[config.mk]
export PLATFORM = sky130hd
export DESIGN_NAME = ab_slot_update_controller_flat
export DESIGN_NICKNAME = d
export VERILOG_FILES = /design/src/hdl/absuc_pkg.sv /design/src/hdl/absuc_ifs.sv /design/src/hdl/absuc_core.sv /design/src/hdl/ab_slot_update_controller.sv /design/src/flat_wrapper.sv
export VERILOG_INCLUDE_DIRS = /design/src /design/src/hdl
export SDC_FILE = /design/constraint.sdc
export NUM_CORES = 1
export LEC_CHECK = 0
export BUFFER_PORTS_ARGS = -buffer_cell sky130_fd_sc_hd__buf_2
export CORE_MARGIN = 10
export CORE_UTILIZATION = 61
export CTS_CLUSTER_DIAMETER = 100
export CTS_CLUSTER_SIZE = 10
export DETAILED_ROUTE_END_ITERATION = 7
export GPL_TIMING_DRIVEN = 1
export HOLD_SLACK_MARGIN = 0.05
export PLACE_DENSITY = 0.87
export SETUP_SLACK_MARGIN = 0.4
export SLEW_MARGIN = 0
export SYNTH_ARGS = -nofsm -noshare
export SYNTH_HDL_FRONTEND = slang
export SYNTH_SLANG_ARGS = --single-unit
[constraint.sdc]
create_clock -name clk -period 5.9 [get_ports clk]
set_clock_uncertainty 0.05 [all_clocks]
set_input_delay 1.18 -clock clk [delete_from_list [all_inputs] [get_ports clk]]
set_output_delay 1.18 -clock clk [all_outputs]
set_load 0.03 [all_outputs]
[src/hdl/assert_macros.svh]
// Assertion helpers shared by the RTL.
// Each use expands to one labeled concurrent assertion that reports by $error.
`ifndef ASSERT_MACROS_SVH
`define ASSERT_MACROS_SVH

// Assertion on an explicit clock and active-low reset.
`define ASSERT_AT(label, clk_sig, rst_n_sig, prop, msg) \
	label: assert property (@(posedge clk_sig) disable iff (!rst_n_sig) prop) \
		else $error(msg);

// Assertion on the house clock and reset names.
`define ASSERT_ON(label, prop, msg) \
	`ASSERT_AT(label, clk, arst_n, prop, msg)

`endif

[src/hdl/absuc_pkg.sv]
// ----------------------------------------------------------------------------
// absuc_pkg
// Shared types and codes for the A/B slot update controller: event opcodes,
// phase encoding, and the request, state and response records.
// ----------------------------------------------------------------------------
`default_nettype none

package absuc_pkg;

	// Event opcodes; codes above OP_QUERY behave as a query
	localparam logic [3:0] OP_BEGIN    = 4'd0;
	localparam logic [3:0] OP_FINISH   = 4'd1;
	localparam logic [3:0] OP_VERIFY   = 4'd2;
	localparam logic [3:0] OP_COMMIT   = 4'd3;
	localparam logic [3:0] OP_REBOOT   = 4'd4;
	localparam logic [3:0] OP_HEALTH   = 4'd5;
	localparam logic [3:0] OP_ROLLBACK = 4'd6;
	localparam logic [3:0] OP_ABORT    = 4'd7;
	localparam logic [3:0] OP_RECOVER  = 4'd8;
	localparam logic [3:0] OP_QUERY    = 4'd9;

	// Update phases, in the order an update walks through them
	typedef enum logic [2:0] {
		PH_IDLE        = 3'd0,
		PH_DOWNLOADING = 3'd1,
		PH_VERIFYING   = 3'd2,
		PH_COMMIT_PEND = 3'd3,
		PH_REBOOTING   = 3'd4,
		PH_HEALTHY     = 3'd5,
		PH_REVERTED    = 3'd6
	} phase_t;

	// One event request as captured from the input channel
	typedef struct packed {
		logic [3:0] op;
		logic       flag;
		logic [7:0] reason;
		logic       rec_run_slot;
		logic       rec_new_slot;
		logic [2:0] rec_phase;
		logic       rec_committed;
		logic       rec_healthy;
	} absuc_evt_t;

	// Controller state
	typedef struct packed {
		logic       active;
		logic       target;
		phase_t     phase;
		logic       written;
		logic       image_good;
		logic       committed;
		logic       healthy;
		logic       reverted;
		logic [7:0] abort_code;
	} absuc_state_t;

	// One response record
	typedef struct packed {
		logic       ok;
		logic       boot_slot;
		logic [2:0] phase;
		logic       run_slot;
		logic       new_slot;
		logic       committed;
		logic       written;
		logic       image_good;
		logic       healthy_boot;
		logic       was_reverted;
		logic [7:0] last_abort;
	} absuc_rsp_t;

endpackage

`default_nettype wire

[src/hdl/absuc_ifs.sv]
// ----------------------------------------------------------------------------
// absuc_ifs
// Valid/ready channel interfaces: event requests in, status responses out.
// ----------------------------------------------------------------------------
`default_nettype none

interface absuc_req_if;
	logic       valid;
	logic       ready;
	logic [3:0] op;
	logic       flag;
	logic [7:0] reason;
	logic       rec_run_slot;
	logic       rec_new_slot;
	logic [2:0] rec_phase;
	logic       rec_committed;
	logic       rec_healthy;

	modport source (
		output valid, op, flag, reason, rec_run_slot, rec_new_slot,
			rec_phase, rec_committed, rec_healthy,
		input  ready
	);
	modport sink (
		input  valid, op, flag, reason, rec_run_slot, rec_new_slot,
			rec_phase, rec_committed, rec_healthy,
		output ready
	);
endinterface

interface absuc_rsp_if;
	logic       valid;
	logic       ready;
	logic       ok;
	logic       boot_slot;
	logic [2:0] phase;
	logic       run_slot;
	logic       new_slot;
	logic       committed;
	logic       written;
	logic       image_good;
	logic       healthy_boot;
	logic       was_reverted;
	logic [7:0] last_abort;

	modport source (
		output valid, ok, boot_slot, phase, run_slot, new_slot, committed,
			written, image_good, healthy_boot, was_reverted, last_abort,
		input  ready
	);
	modport sink (
		input  valid, ok, boot_slot, phase, run_slot, new_slot, committed,
			written, image_good, healthy_boot, was_reverted, last_abort,
		output ready
	);
endinterface

`default_nettype wire

[src/hdl/absuc_core.sv]
// ----------------------------------------------------------------------------
// absuc_core
// Update state register and its next-state logic. Applies one event per
// cycle when fire is high and presents the response for that event.
// ----------------------------------------------------------------------------
`default_nettype none

module absuc_core
	import absuc_pkg::*;
(
	input  wire logic   clk,
	input  wire logic   arst_n,
	input  wire logic   fire,
	input  wire absuc_evt_t evt,
	output absuc_state_t state,
	output absuc_rsp_t  rsp
);

	absuc_state_t state_q;
	absuc_state_t nxt;
	logic         ok;
	phase_t       rec_ph;

	// Fall back to the known-good slot; the healthy phase is final
	function automatic absuc_state_t roll_back(input absuc_state_t s);
		absuc_state_t r;
		r = s;
		if (s.phase != PH_HEALTHY) begin
			r.target    = s.active;
			r.written   = 1'b0;
			r.committed = 1'b0;
			r.healthy   = 1'b0;
			r.reverted  = 1'b1;
			r.phase     = PH_REVERTED;
		end
		return r;
	endfunction

	// Recovered phase seven saturates to rolled back
	assign rec_ph = (evt.rec_phase == 3'd7) ? PH_REVERTED : phase_t'(evt.rec_phase);

	// Event decode
	always_comb begin
		nxt = state_q;
		ok  = 1'b0;
		case (evt.op)
			OP_BEGIN: begin
				if (state_q.phase == PH_IDLE) begin
					nxt.target     = ~state_q.active;
					nxt.written    = 1'b0;
					nxt.image_good = 1'b0;
					nxt.committed  = 1'b0;
					nxt.phase      = PH_DOWNLOADING;
				end
			end
			OP_FINISH: begin
				if (state_q.phase == PH_DOWNLOADING) begin
					if (evt.flag) begin
						nxt.written = 1'b1;
						ok          = 1'b1;
					end else begin
						nxt = roll_back(state_q);
					end
				end
			end
			OP_VERIFY: begin
				if (state_q.phase == PH_DOWNLOADING) begin
					nxt.phase      = PH_VERIFYING;
					nxt.image_good = evt.flag;
					if (evt.flag) begin
						ok = 1'b1;
					end else begin
						nxt = roll_back(nxt);
					end
				end
			end
			OP_COMMIT: begin
				if (state_q.phase == PH_VERIFYING) begin
					if (state_q.written && state_q.image_good) begin
						nxt.committed = 1'b1;
						nxt.phase     = PH_COMMIT_PEND;
						ok            = 1'b1;
					end else begin
						nxt = roll_back(state_q);
					end
				end
			end
			OP_REBOOT: begin
				if (state_q.phase == PH_COMMIT_PEND) begin
					nxt.phase = PH_REBOOTING;
				end
			end
			OP_HEALTH: begin
				if (state_q.phase == PH_REBOOTING) begin
					if (evt.flag && state_q.committed) begin
						nxt.healthy = 1'b1;
						nxt.active  = state_q.target;
						nxt.phase   = PH_HEALTHY;
						ok          = 1'b1;
					end else begin
						nxt = roll_back(state_q);
					end
				end
			end
			OP_ROLLBACK: begin
				nxt = roll_back(state_q);
			end
			OP_ABORT: begin
				if (state_q.phase != PH_HEALTHY) begin
					nxt            = roll_back(state_q);
					nxt.abort_code = evt.reason;
				end
			end
			OP_RECOVER: begin
				nxt.active     = evt.rec_run_slot;
				nxt.target     = evt.rec_new_slot;
				nxt.phase      = rec_ph;
				nxt.committed  = evt.rec_committed;
				nxt.healthy    = evt.rec_healthy;
				nxt.abort_code = evt.reason;
				nxt.written    = (rec_ph >= PH_COMMIT_PEND);
				nxt.image_good = (rec_ph >= PH_COMMIT_PEND);
				nxt.reverted   = (rec_ph == PH_REVERTED);
			end
			default: begin
				// query and unused codes leave the state alone
			end
		endcase
	end

	// State register
	always_ff @(posedge clk or negedge arst_n) begin
		if (!arst_n) begin
			state_q <= '{
				active: 1'b0, target: 1'b0, phase: PH_IDLE, written: 1'b0,
				image_good: 1'b0, committed: 1'b0, healthy: 1'b0,
				reverted: 1'b0, abort_code: 8'd0
			};
		end else if (fire) begin
			state_q <= nxt;
		end
	end

	// Response reflects the state after the event
	always_comb begin
		rsp.ok           = ok;
		rsp.boot_slot    = (nxt.phase == PH_HEALTHY && nxt.committed) ?
			nxt.target : nxt.active;
		rsp.phase        = nxt.phase;
		rsp.run_slot     = nxt.active;
		rsp.new_slot     = nxt.target;
		rsp.committed    = nxt.committed;
		rsp.written      = nxt.written;
		rsp.image_good   = nxt.image_good;
		rsp.healthy_boot = nxt.healthy;
		rsp.was_reverted = nxt.reverted;
		rsp.last_abort   = nxt.abort_code;
	end

	assign state = state_q;

endmodule

`default_nettype wire

[src/hdl/ab_slot_update_controller.sv]
// ----------------------------------------------------------------------------
// ab_slot_update_controller
// Two-slot (A/B) firmware update controller with valid/ready event input and
// one status response per event.
// ----------------------------------------------------------------------------
// Each request is one update event and yields exactly one response carrying
// the boot slot and the full controller state after the event. The block
// takes one request per cycle sustained while responses are not stalled;
// each event passes the request register, then the response register. The rate
// is set by the combinational next-state logic on the state register, which
// is updated as an event moves into the response register. A stalled
// response still leaves room for one more request in the request register.
// ----------------------------------------------------------------------------
`default_nettype none

module ab_slot_update_controller
	import absuc_pkg::*;
(
	input  wire logic clk,
	input  wire logic arst_n,
	absuc_req_if.sink   req,
	absuc_rsp_if.source rsp
);

	`include "assert_macros.svh"

	logic         vld_s1;
	absuc_evt_t   evt_s1;
	logic         vld_s2;
	absuc_rsp_t   rsp_s2;
	logic         adv;
	absuc_state_t state;
	absuc_rsp_t   rsp_d;

	// Stage 1 moves on when the response register is free or draining
	assign adv       = vld_s1 && (!vld_s2 || rsp.ready);
	assign req.ready = !vld_s1 || adv;

	// Request register
	always_ff @(posedge clk or negedge arst_n) begin
		if (!arst_n) begin
			vld_s1 <= 1'b0;
		end else if (req.ready) begin
			vld_s1 <= req.valid;
		end
	end

	always_ff @(posedge clk) begin
		if (req.valid && req.ready) begin
			evt_s1 <= '{
				op: req.op, flag: req.flag, reason: req.reason,
				rec_run_slot: req.rec_run_slot,
				rec_new_slot: req.rec_new_slot,
				rec_phase: req.rec_phase, rec_committed: req.rec_committed,
				rec_healthy: req.rec_healthy
			};
		end
	end

	absuc_core u_core (
		.clk    (clk),
		.arst_n (arst_n),
		.fire   (adv),
		.evt    (evt_s1),
		.state  (state),
		.rsp    (rsp_d)
	);

	// Response register
	always_ff @(posedge clk or negedge arst_n) begin
		if (!arst_n) begin
			vld_s2 <= 1'b0;
		end else if (adv) begin
			vld_s2 <= 1'b1;
		end else if (rsp.ready) begin
			vld_s2 <= 1'b0;
		end
	end

	always_ff @(posedge clk) begin
		if (adv) begin
			rsp_s2 <= rsp_d;
		end
	end

	assign rsp.valid        = vld_s2;
	assign rsp.ok           = rsp_s2.ok;
	assign rsp.boot_slot    = rsp_s2.boot_slot;
	assign rsp.phase        = rsp_s2.phase;
	assign rsp.run_slot     = rsp_s2.run_slot;
	assign rsp.new_slot     = rsp_s2.new_slot;
	assign rsp.committed    = rsp_s2.committed;
	assign rsp.written      = rsp_s2.written;
	assign rsp.image_good   = rsp_s2.image_good;
	assign rsp.healthy_boot = rsp_s2.healthy_boot;
	assign rsp.was_reverted = rsp_s2.was_reverted;
	assign rsp.last_abort   = rsp_s2.last_abort;

	// Healthy is final except for a recover event
	`ASSERT_ON(a_healthy_sticky,
		adv && state.phase == PH_HEALTHY && evt_s1.op != OP_RECOVER
			|=> state.phase == PH_HEALTHY,
		"healthy phase left without recover")

	// Rolled back is left only by recover
	`ASSERT_ON(a_reverted_sticky,
		adv && state.phase == PH_REVERTED && evt_s1.op != OP_RECOVER
			|=> state.phase == PH_REVERTED,
		"rolled back phase left without recover")

	// No event is applied while its response cannot be stored
	`ASSERT_ON(a_state_holds_on_stall,
		vld_s2 && !rsp.ready |=> $stable(state),
		"state changed while response stalled")

	// Boot slot follows the reported phase and slots
	`ASSERT_ON(a_boot_slot,
		vld_s2 |-> rsp.boot_slot == ((rsp.phase == PH_HEALTHY && rsp.committed) ?
			rsp.new_slot : rsp.run_slot),
		"boot slot inconsistent with reported state")

endmodule

`default_nettype wire
[src/flat_wrapper.sv]
// flat-port wrapper written by rule: the top's interface ports become plain ports
module ab_slot_update_controller_flat import absuc_pkg::*;
  (clk, arst_n, req_valid, req_op, req_flag, req_reason, req_rec_run_slot, req_rec_new_slot, req_rec_phase, req_rec_committed, req_rec_healthy, req_ready, rsp_valid, rsp_ok, rsp_boot_slot, rsp_phase, rsp_run_slot, rsp_new_slot, rsp_committed, rsp_written, rsp_image_good, rsp_healthy_boot, rsp_was_reverted, rsp_last_abort, rsp_ready);
  absuc_req_if req_i ();
  absuc_rsp_if rsp_i ();
  input  wire logic clk;
  input  wire logic arst_n;
  input wire logic [$bits(req_i.valid)-1:0] req_valid;
  input wire logic [$bits(req_i.op)-1:0] req_op;
  input wire logic [$bits(req_i.flag)-1:0] req_flag;
  input wire logic [$bits(req_i.reason)-1:0] req_reason;
  input wire logic [$bits(req_i.rec_run_slot)-1:0] req_rec_run_slot;
  input wire logic [$bits(req_i.rec_new_slot)-1:0] req_rec_new_slot;
  input wire logic [$bits(req_i.rec_phase)-1:0] req_rec_phase;
  input wire logic [$bits(req_i.rec_committed)-1:0] req_rec_committed;
  input wire logic [$bits(req_i.rec_healthy)-1:0] req_rec_healthy;
  output wire logic [$bits(req_i.ready)-1:0] req_ready;
  output wire logic [$bits(rsp_i.valid)-1:0] rsp_valid;
  output wire logic [$bits(rsp_i.ok)-1:0] rsp_ok;
  output wire logic [$bits(rsp_i.boot_slot)-1:0] rsp_boot_slot;
  output wire logic [$bits(rsp_i.phase)-1:0] rsp_phase;
  output wire logic [$bits(rsp_i.run_slot)-1:0] rsp_run_slot;
  output wire logic [$bits(rsp_i.new_slot)-1:0] rsp_new_slot;
  output wire logic [$bits(rsp_i.committed)-1:0] rsp_committed;
  output wire logic [$bits(rsp_i.written)-1:0] rsp_written;
  output wire logic [$bits(rsp_i.image_good)-1:0] rsp_image_good;
  output wire logic [$bits(rsp_i.healthy_boot)-1:0] rsp_healthy_boot;
  output wire logic [$bits(rsp_i.was_reverted)-1:0] rsp_was_reverted;
  output wire logic [$bits(rsp_i.last_abort)-1:0] rsp_last_abort;
  input wire logic [$bits(rsp_i.ready)-1:0] rsp_ready;
  assign req_i.valid = req_valid;
  assign req_i.op = req_op;
  assign req_i.flag = req_flag;
  assign req_i.reason = req_reason;
  assign req_i.rec_run_slot = req_rec_run_slot;
  assign req_i.rec_new_slot = req_rec_new_slot;
  assign req_i.rec_phase = req_rec_phase;
  assign req_i.rec_committed = req_rec_committed;
  assign req_i.rec_healthy = req_rec_healthy;
  assign req_ready = req_i.ready;
  assign rsp_valid = rsp_i.valid;
  assign rsp_ok = rsp_i.ok;
  assign rsp_boot_slot = rsp_i.boot_slot;
  assign rsp_phase = rsp_i.phase;
  assign rsp_run_slot = rsp_i.run_slot;
  assign rsp_new_slot = rsp_i.new_slot;
  assign rsp_committed = rsp_i.committed;
  assign rsp_written = rsp_i.written;
  assign rsp_image_good = rsp_i.image_good;
  assign rsp_healthy_boot = rsp_i.healthy_boot;
  assign rsp_was_reverted = rsp_i.was_reverted;
  assign rsp_last_abort = rsp_i.last_abort;
  assign rsp_i.ready = rsp_ready;
  ab_slot_update_controller u_core (.clk(clk), .arst_n(arst_n), .req(req_i), .rsp(rsp_i));
endmodule
# Word-level counts from Yosys, hierarchy flattened

Index checks and enable logic that the tools add are counted.

Order comparisons: 1
Equality and inequality tests: 16
Mux-type cells: 40
Bitwise logic cells: 1
Reduce and logical (&&, ||, !) cells: 13

Operator list:

| cell                 | count |
|---|---|
| $mux W17             | 5 |
| $pmux W10 S7         | 1 |
| $pmux W3 S9          | 1 |
| $pmux W3 S8          | 1 |
| $mux W18             | 1 |
| $mux W3              | 6 |
| $eq A4 B3 Y1 const B | 4 |
| $mux W1              | 15 |
| $eq A3 B3 Y1 const B | 4 |
| $mux W11             | 1 |
| $mux W10             | 1 |
| $mux W9              | 1 |
| $eq A4 B2 Y1 const B | 2 |
| $pmux W1 S8          | 1 |
| $mux W7              | 1 |
| $eq A3 B2 Y1 const B | 2 |
| $pmux W1 S6          | 1 |
| $logic_and A1 B1 Y1  | 5 |
| $mux W5              | 1 |
| $eq A4 B1 Y1 const B | 1 |
| $eq A4 B4 Y1 const B | 1 |
| $logic_not A4 Y1     | 1 |
| $mux W4              | 1 |
| $eq A3 B1 Y1 const B | 1 |
| 10 further kinds     | 12 |

Register bits after elaboration: 60
Input port bits: 24
Output and inout port bits: 22

# Logic depth before layout (Yosys ltp)

Gate-level depths: netlist (run 1).

Depth after elaboration: 8
Gate-level depth with buffers: 8

# Modules after synthesis

A second synthesis (run 1) with hierarchy kept.

Cells, all modules: 290
Area, all modules: 3,160.5 um2

By module, submodules not included:

| module                    | instances | cells each | area an instance (um2) |
|---|---|---|---|
| absuc_core                | 1         | 242        | 1,855.5 |
| ab_slot_update_controller | 1         | 48         | 1,305.0 |

# Least setup slack after synthesis (run 1)

OpenSTA, ideal clock, no wires.

Path type: input to output
Start point: input port rsp_ready
End point: output port req_ready
Data arrival time: 1,526 ps
Path slack: 3,144 ps
Stages: 1
Path buffers: 0
Cell sequence: nand3b_1

Cells in the longest elaborated chain, start to end: 3

Ends and longest elaborated chain:

| element             | RTL line                        | text |
|---|---|---|
| start, declared     | flat_wrapper.sv:30              | `input wire logic [$bits(rsp_i.ready)-1:0] rsp_ready;` |
| $logic_or A1 B1 Y1  | ab_slot_update_controller.sv:36 | `assign adv = vld_s1 && (!vld_s2 \|\| rsp.ready);` |
| $logic_and A1 B1 Y1 | ab_slot_update_controller.sv:36 |  |
| $logic_or A1 B1 Y1  | ab_slot_update_controller.sv:37 | `assign req.ready = !vld_s1 \|\| adv;` |
| end, declared       | flat_wrapper.sv:17              | `output wire logic [$bits(req_i.ready)-1:0] req_ready;` |

No other way between the ends.

# Worst setup path after layout (run 1)

Same ends and word-level chain as after synthesis.

==> flow_summary.yaml, run 1 <==
synth:
  yosysTopAreaCell: "edfxtp_1"
  synth_top_area_frac: 0.405
  syn_inst: 247
  syn_area_sq_mm: 0.00296
  synth_cell_types: 66
  ys_ff_latch: 60
  synth_edf_count: 40
  yosys_warnings: 0
  synth_fp_nets: 271
  synth.area.top_cells: "edfxtp_1 (41%), dfrtp_1 (17%), nand2_1 (5.1%)"
  syn_avg_cell_area_sq_um: 12.0
  synthFlopType: "edfxtp_1"
  yosysSeqAreaShare: 0.574
  synthArstFlopShare: 0.333
critical_path:
  cp.required_ps: 4670
  crit_top_cell: "buf_2"
  worst_path_max_delay_cell: "buf_2"
  critical_path_class: "input pin to primary output"
  crit_chain: "buf_2 -> nand3b_1 -> buf_2"
  crit_path_end_kind: "primary output"
  slowest_delay_ps: 200
  cp-start-kind: "input pin"
  arrival_ps: 1650
  crit_fanout: 3
finish:
  drive_gt1_frac: 0.308
  nets: 314
  area_delta_synth_final_pct: 14.1
  antenna_cells: 0
  final_common_cell: "buf_2"
  final_cell_mix: "buf_2 (45), nand2_1 (40), edfxtp_1 (40)"
cts:
  clk_pin_slew_ps: 70
  post_cts_resized: 0
  htree_levels: 3
  clock_sinks: 60
  clock_path_buffers: 2
  clock_latency_ps: 340
  cts_root_buffer: "clkbuf_8"
  post_cts_buffers: 0
  cts_made_buffers: 9
  cts_tree: "done"
  cts_hold_buf: 0
routing:
  vias: 2155
  wirelength_mm: 6.51
  wire_per_inst_um: 18.0
  drtIter0Drc: 330
  post-route-drc-count: 0
  vias_per_cell: 5.95
  ant_nets: 0
  dr.pass1.iters: 5
power:
  sw_frac_of_total: 0.332
  p_int_w: 0.000871
  comb_power_share: 0.253
  p_switching_w: 0.000432
  ir_drop_mv: 0.243
  powerDensity_mw_per_mm2: 385
  p_leak_nw: 1.39
  p_seq_frac: 0.481
  p_clk_frac: 0.266
die:
  dieArea_sq_mm: 0.00805
  die_h_um: 89.7
  start_util: 0.627
  fp.dieW_um: 89.7
  core_area_sq_mm: 0.00472
  ios: 46
  std_cell_rows: 25
placed_design:
  place.gp.congestion: 0.888
  hpwl_mm: 4.62
  port-buffer-count: 45
worst_hold_path:
  hold_path_class: "flip-flop to flip-flop"
timing:
  worst_slew_pin_slew_ps: 932
  maxSlewViolCount: 0
  tns_ps: 0
  whs_ps: 429
  min_period_ps: 2880
  slew_headroom: 0.378
  finalSetupViolCount: 0
  fmax_mhz: 347
  fin_crit_sh: 0.488
  rsz0062_at_grt: "false"
  final-hold-violation-count: 0
grt:
  grtUsageTotal: 0.175
  antenna_found_initial: 0
  grt_first_pass_wirelength_mm: 10.6
  overflow: 0
  grt_max_degree: 35
  grt_pass1_vias: 2177
job:
  cap_violations: 0
status:
  status: "finished, final reports clean"
-- worst paths after layout --
check,from,to,slack (ps),cells past startpoint
worst max-delay path,rsp_ready,req_ready,3020,3
max in group asynchronous,arst_n,u_core.rsp.valid,4740,1
worst min-delay path,u_core.u_core.state[7],u_core.u_core.state[7],430,2
worst max register to register,u_core.evt_s1[19],u_core.rsp.boot_slot,3130,6
min in group asynchronous,arst_n,u_core.u_core.state[11],730,1
worst min register to register,u_core.u_core.state[7],u_core.u_core.state[7],430,2
-- critical path, delay by kind of cell --
kind          cells  cell delay, ps
buf+inv           2             300
simple gates      1             170
-- layout make-up --
cell class                      instances  area [sq um]
Clock buffer                           10           128
Clock inverter                          6          56.3
Fill cell                             314          1340
Inverter                                6          22.5
Multi-Input combinational cell        167          1160
Sequential cell                        60          1700
Tap cell                               67          83.8
Timing Repair Buffer                   46           233
-- stage by stage --
stage | cells | cell area, sq um | utilization | total power [W] | setup WS, ps
finish | 362 | 3380 | 0.716 | 0.00130 | 3020
global route | 362 | 3380 | 0.716 | 0.00137 | 2980
CTS | 362 | 3380 | 0.716 | 0.00130 | 3020
detailed placement | 346 | 3200 | 0.677 | 0.000958 | 3020
global placement | 346 | 3200 | 0.677 | 0.000947 | 3030
floorplan | 247 | 2960 | - | 0.000869 | 3140
-- synth_stat cells (all sizes together) (3+ instances only) --
library cell / count
edfxtp: 40
nand2: 40
dfrtp: 20
mux2: 15
nor2: 13
o21ai: 12
a21oi: 11
buf: 11
inv: 6
nor3b: 6
nand2b: 5
a31oi: 4
a211oi: 3
and2: 3
clkbuf: 3
nor2b: 3
nor3: 3
o211ai: 3
or2: 3
-- routing by layer --
metal  up-vias  GRT usage  wire length (um)
met1      1017      0.214              2710
met3        18     0.0623               480
met2       117      0.270              3140
met4         0     0.0809               182
li1       1003          -                 -
met5         -          0                 0
-- logic make-up (layout without fill, tap and decap cells) --
| family | count (synthesis) | after routing | synth area share |
|---|---|---|---|
| compound gates | 54 | 54 | 0.141 |
| xor+xnor | 1 | 1 | 0.00296 |
| buf+inv | 20 | 68 | 0.0351 |
| flops | 60 | 60 | 0.574 |
| mux | 15 | 15 | 0.0595 |
| simple gates | 97 | 97 | 0.187 |
-- registers in the layout, indices dropped and copies added, names as in the netlist --
signal	count
u_core.rsp.committed	1
u_core.rsp.ok	1
u_core.rsp.image_good	1
u_core.rsp.phase	3
u_core.rsp.valid	1
u_core.rsp.run_slot	1
u_core.rsp.boot_slot	1
u_core.rsp.healthy_boot	1
u_core.rsp.written	1
u_core.rsp.new_slot	1
u_core.vld_s1	1
u_core.rsp.was_reverted	1
u_core.evt_s1	20
u_core.rsp.last_abort	8
u_core.u_core.state	18
-- power by group through the flow --
stage	Combinational, W	Sequential, W	Clock (W)
6_report	0.000330	0.000626	0.000347
5_1_grt	0.000361	0.000636	0.000373
4_1_cts	0.000329	0.000623	0.000349
3_5_place_dp	0.000327	0.000630	0
3_3_place_gp	0.000319	0.000628	0
2_1_floorplan	0.000226	0.000644	0
No activity file was read; power rests on OpenSTA's default activity.
==> run 2: changes to the inputs <==
CORE_UTILIZATION = 56   (was 61)
PLACE_DENSITY = 0.81   (was 0.87)
clock period = 2.95 ns   (was 5.9 ns; I/O delays follow)
==> flow_summary.yaml, run 2 (same netlist as run 1, synthesis figures left out) <==
cts:
  clock_path_buffers: 2
  cts_tree: "done"
  htree_levels: 3
  cts_hold_buf: 0
  clock_latency_ps: 350
  cts_made_buffers: 9
  cts_root_buffer: "clkbuf_8"
  clock_sinks: 60
  clk_pin_slew_ps: 80
finish:
  drive_gt1_frac: 0.351
  largest_register_ffs: 20
  final_cell_mix: "buf_2 (45), nand2_1 (40), edfxtp_1 (40)"
  antenna_cells: 0
  largest-register: "u_core.evt_s1"
  regArea_sq_mm: 0.00170
  fillCellCount: 388
  nets: 324
  final_common_cell: "buf_2"
  multiInputGateArea_sq_mm: 0.00119
  area_delta_synth_final_pct: 19.6
grt:
  grt_pass1_vias: 2295
  overflow: 0
  grtUsageTotal: 0.168
  grt_first_pass_wirelength_mm: 11.4
  grt_max_degree: 40
  antenna_found_initial: 0
placed_design:
  port-buffer-count: 45
  pre_cts_ws_ps: 393
  hpwl_mm: 5.07
  place.gp.congestion: 1.03
timing:
  rsz0062_at_grt: "false"
  fin_crit_sh: 0.839
  setup_ws_ps: 476
  min_period_ps: 2470
  whs_ps: 148
  maxSlewViolCount: 0
  final-hold-violation-count: 0
  worst_slew_pin_slew_ps: 540
  slew_headroom: 0.640
  tns_ps: 0
  fmax_mhz: 404
  finalSetupViolCount: 0
power:
  ir_drop_mv: 0.644
  p_leak_nw: 1.47
  powerDensity_mw_per_mm2: 790
  design_power_total_w: 0.00280
die:
  ios: 46
  start_util: 0.580
  std_cell_rows: 26
  dieArea_sq_mm: 0.00860
  fp.dieW_um: 92.7
  core_area_sq_mm: 0.00511
  die_h_um: 92.7
critical_path:
  rr_worst_depth: 7
  cp-start-kind: "flip-flop"
  cp.required_ps: 3000
  r2r_slack_ps: 480
  crit_fanout: 21
  arrival_ps: 2520
  critical_path_class: "flip-flop to flip-flop"
  crit_path_end_kind: "flip-flop"
routing:
  dr.pass1.iters: 6
  post-route-drc-count: 0
  vias: 2232
  wire_per_inst_um: 18.9
  wirelength_mm: 7.10
  vias_per_cell: 5.95
  drtIter0Drc: 218
  ant_nets: 0
job:
  cap_violations: 0
status:
  status: "finished, final reports clean"
worst_hold_path:
  hold_path_class: "input pin to async pin"
-- run 2: what timing repair did --
action	in CTS	in global routing
setup endpoints to repair	1	1
buffers inserted	1	0
gates resized for setup	0	6
-- run 2: path summary, 6_finish.rpt --
| kind | start | end |
|---|---|---|
| worst max-delay path | u_core.evt_s1[17] | u_core.rsp.boot_slot |
| worst min-delay path | arst_n | u_core.u_core.state[12] |
| worst max register to register | u_core.evt_s1[17] | u_core.rsp.boot_slot |
| worst min register to register | u_core.u_core.state[7] | u_core.u_core.state[7] |
| max in group asynchronous | arst_n | u_core.u_core.state[13] |
| min in group clk | req_reason[6] | u_core.evt_s1[13] |
-- run 2: report_power, final --
group          leakage [nW]  internal, W  total (W)  switching [W]
clock network         0.110     0.000481   0.000831       0.000350
logic                 0.732     0.000308   0.000757       0.000448
registers             0.631      0.00109    0.00121       0.000120
-- run 2: through the flow --
stage           util  std cells  instance area, sq um
5_1_grt        0.694        375                  3540
3_3_place_gp   0.640        358                  3270
3_5_place_dp   0.640        358                  3270
4_1_cts        0.688        375                  3510
2_1_floorplan      -        247                  2960
6_report       0.694        375                  3540
-- run 2: metal layers --
layer  up-vias  wire length (um)  global-route usage
met2       105              3460               0.279
met5         -                 0                   0
met3        22               466              0.0371
met1      1075              2970               0.201
met4         0               206              0.0861
li1       1030                 -                   -
-- run 2: layout make-up --
cell class / instances / share of cell area
clock inverter: 7 / 0.0279
inverter: 6 / 0.00636
tap: 70 / 0.0247
timing repair buffer: 56 / 0.0904
clock buffer: 9 / 0.0350
sequential: 60 / 0.481
multi-input combinational: 167 / 0.335
-- run 2: worst max-delay path: stages (launching register included) --
cell and delay, ps:
edfxtp_1 380, buf_4 220, or2_1 320, or2_2 340, o211ai_1 150, o311ai_4 190
a2111oi_4 250, mux2_4 330
==> run 3: changes to the inputs <==
ABC_AREA = 1   (was default)
clock period = 2.4 ns   (was 2.95 ns; I/O delays follow)
==> flow_summary.yaml, run 3 <==
synth:
  syn_avg_cell_area_sq_um: 9.28
  synth_top_area_frac: 0.403
  synth_fp_nets: 345
  synth_xor_area_frac: 0
  synthSimpleGateAreaFrac: 0.264
  synthAdderAreaFrac: 0
  yosys_warnings: 0
  synth_edf_count: 40
  yosysMostFrequentCell: "nand2_1"
  synthArstFlopShare: 0.333
  synth_top_family_by_area: "simple AND/OR/NAND/NOR gates"
  yosysTopAreaCell: "edfxtp_1"
  synth_cell_types: 27
  syn_inst: 321
  synth_common_cells: "nand2_1 (83), edfxtp_1 (40), nand3_1 (32)"
  synthFlopType: "edfxtp_1"
  yosysSeqAreaShare: 0.571
  ys_ff_latch: 60
  yosys-mux-area-fraction: 0
  synth-compound-area-share: 0.105
  synth.area.top_cells: "edfxtp_1 (40%), dfrtp_1 (17%), nand2_1 (10%)"
  syn_area_sq_mm: 0.00298
timing:
  setup_ws_ps: 478
  final-hold-violation-count: 0
  slew_headroom: 0.681
  tns_ps: 0
  min_period_ps: 1920
  rsz0062_at_grt: "true"
  finalSetupViolCount: 0
  fmax_mhz: 520
  worst_slew_pin_slew_ps: 478
  maxSlewViolCount: 0
  fin_crit_sh: 0.801
finish:
  final_cell_mix: "nand2_1 (82), buf_2 (45), edfxtp_1 (40)"
  antenna_cells: 0
  drive_gt1_frac: 0.341
  largest-register: "u_core.evt_s1"
  largest_register_ffs: 20
  fin_util: 0.704
  final_common_cell: "nand2_1"
  area_delta_synth_final_pct: 21.6
  final_area_sq_mm: 0.00362
  nets: 409
grt:
  grt_pass1_vias: 2403
  overflow: 0
  grtUsageTotal: 0.171
  grt_first_pass_wirelength_mm: 11.6
  antenna_found_initial: 0
  grt_max_degree: 42
power:
  design_power_total_w: 0.00366
  p_int_w: 0.00224
  p_seq_frac: 0.436
  p_clk_frac: 0.219
  powerDensity_mw_per_mm2: 1010
  p_leak_nw: 1.62
  ir_drop_mv: 0.626
  p_switching_w: 0.00142
  sw_frac_of_total: 0.389
  comb_power_share: 0.345
critical_path:
  crit_fanout: 5
  crit_path_end_kind: "flip-flop"
  arrival_ps: 1970
  critical_path_class: "flip-flop to flip-flop"
  rr_worst_depth: 12
  reg2reg_to: "u_core.rsp.boot_slot"
  slowest_delay_ps: 490
  path_buf_inv: 1
  path_depth: 12
  crit_top_cell: "nand2_1"
  r2r_start: "u_core.evt_s1[17]"
  cp-start-kind: "flip-flop"
  crit_chain: "inv_2 -> nand2_1 -> nor2_2 -> nand2_2 -> nand2_1 -> nor2_2 -> nand2_2 -> nand2_2 -> a21oi_2 -> nand2_1 -> nand2_1 -> nand2_1"
  cp.required_ps: 2440
  crit_family: "simple AND/OR/NAND/NOR gates"
  worst_path_max_delay_cell: "edfxtp_1"
  r2r_slack_ps: 480
cts:
  cts_root_buffer: "clkbuf_8"
  htree_levels: 3
  cts_made_buffers: 9
  clock_sinks: 60
  clock_latency_ps: 340
  clock_path_buffers: 2
  clk_pin_slew_ps: 70
  cts_tree: "done"
routing:
  post-route-drc-count: 0
  wire_per_inst_um: 15.3
  vias_per_cell: 5.34
  ant_nets: 0
  drtIter0Drc: 219
  dr.pass1.iters: 4
  wirelength_mm: 7.02
  vias: 2455
placed_design:
  place.gp.congestion: 1.08
  port-buffer-count: 45
  place_area_sq_mm: 0.00328
  pre_cts_ws_ps: 362
  hpwl_mm: 5.24
die:
  std_cell_rows: 26
  fp.dieW_um: 92.9
  die_h_um: 92.9
  dieArea_sq_mm: 0.00863
  ios: 46
  core_area_sq_mm: 0.00514
  start_util: 0.579
status:
  status: "finished, final reports clean"
job:
  cap_violations: 0
worst_hold_path:
  hold_path_class: "input pin to async pin"
## run 3: cell types whose count changed after synthesis, sizes merged, moves of 5 or more
cell | before | now
nand2 | 40 | 93
nand3 | 2 | 36
inv | 6 | 36
nor2 | 13 | 37
o21ai | 12 | 34
mux2 | 15 | 0
buf | 11 | 5
nor3b | 6 | 0
nand2b | 5 | 0
## run 3: kinds of logic after synthesis
group,count (synthesis)
AO/OA/AOI/OAI,50
buffers and inverters,43
AND/OR/NAND/NOR,168
flip-flops,60
## run 3: final cells by class
type                    instances  area, sq um
clock buffers                  10          138
clock inverters                 6         38.8
fillers                       429         1520
inverters                      36          140
multi-input cells             218         1170
flip-flops and latches         60         1710
well taps                      70         87.6
repair buffers                 60          338
## run 3: how the worst max path moves through the flow
| stage | to | from |
|---|---|---|
| after detailed placement | u_core.rsp.boot_slot | u_core.evt_s1[16] |
| after CTS | u_core.rsp.boot_slot | u_core.evt_s1[17] |
| after global placement | u_core.rsp.boot_slot | u_core.evt_s1[16] |
| final | u_core.rsp.boot_slot | u_core.evt_s1[17] |
| after global routing | u_core.rsp.boot_slot | u_core.evt_s1[18] |
| after floorplan | u_core.evt_s1[0] | u_core.rsp.valid |
## run 3: repair_timing
| action | 4_1_cts | 5_1_grt |
|---|---|---|
| pin swaps | 0 | 6 |
| endpoints found under the setup margin | 1 | 1 |
| resized for setup | 1 | 21 |
| setup buffers | 0 | 12 |
| hold buffers | 0 | 0 |
## run 3: layer usage
metal | GRT usage | routed length, um
met1 | 0.207 | 3020
met2 | 0.273 | 3290
met3 | 0.0517 | 519
met4 | 0.0797 | 189
met5 | 0 | 0
## run 3: through the flow
step           std cells  hold WS, ps
5_1_grt              460         64.1
2_1_floorplan        321          134
4_1_cts              448         58.4
3_3_place_gp         432          414
3_5_place_dp         432          423
6_report             460         36.7
## run 3: power groups by stage
stage               Sequential [W]  Combinational (W)  Clock [W]
floorplan                  0.00172           0.000747          0
global placement           0.00161            0.00114          0
detailed placement         0.00162            0.00116          0
CTS                        0.00160            0.00116   0.000813
global route               0.00162            0.00141   0.000867
finish                     0.00160            0.00126   0.000802
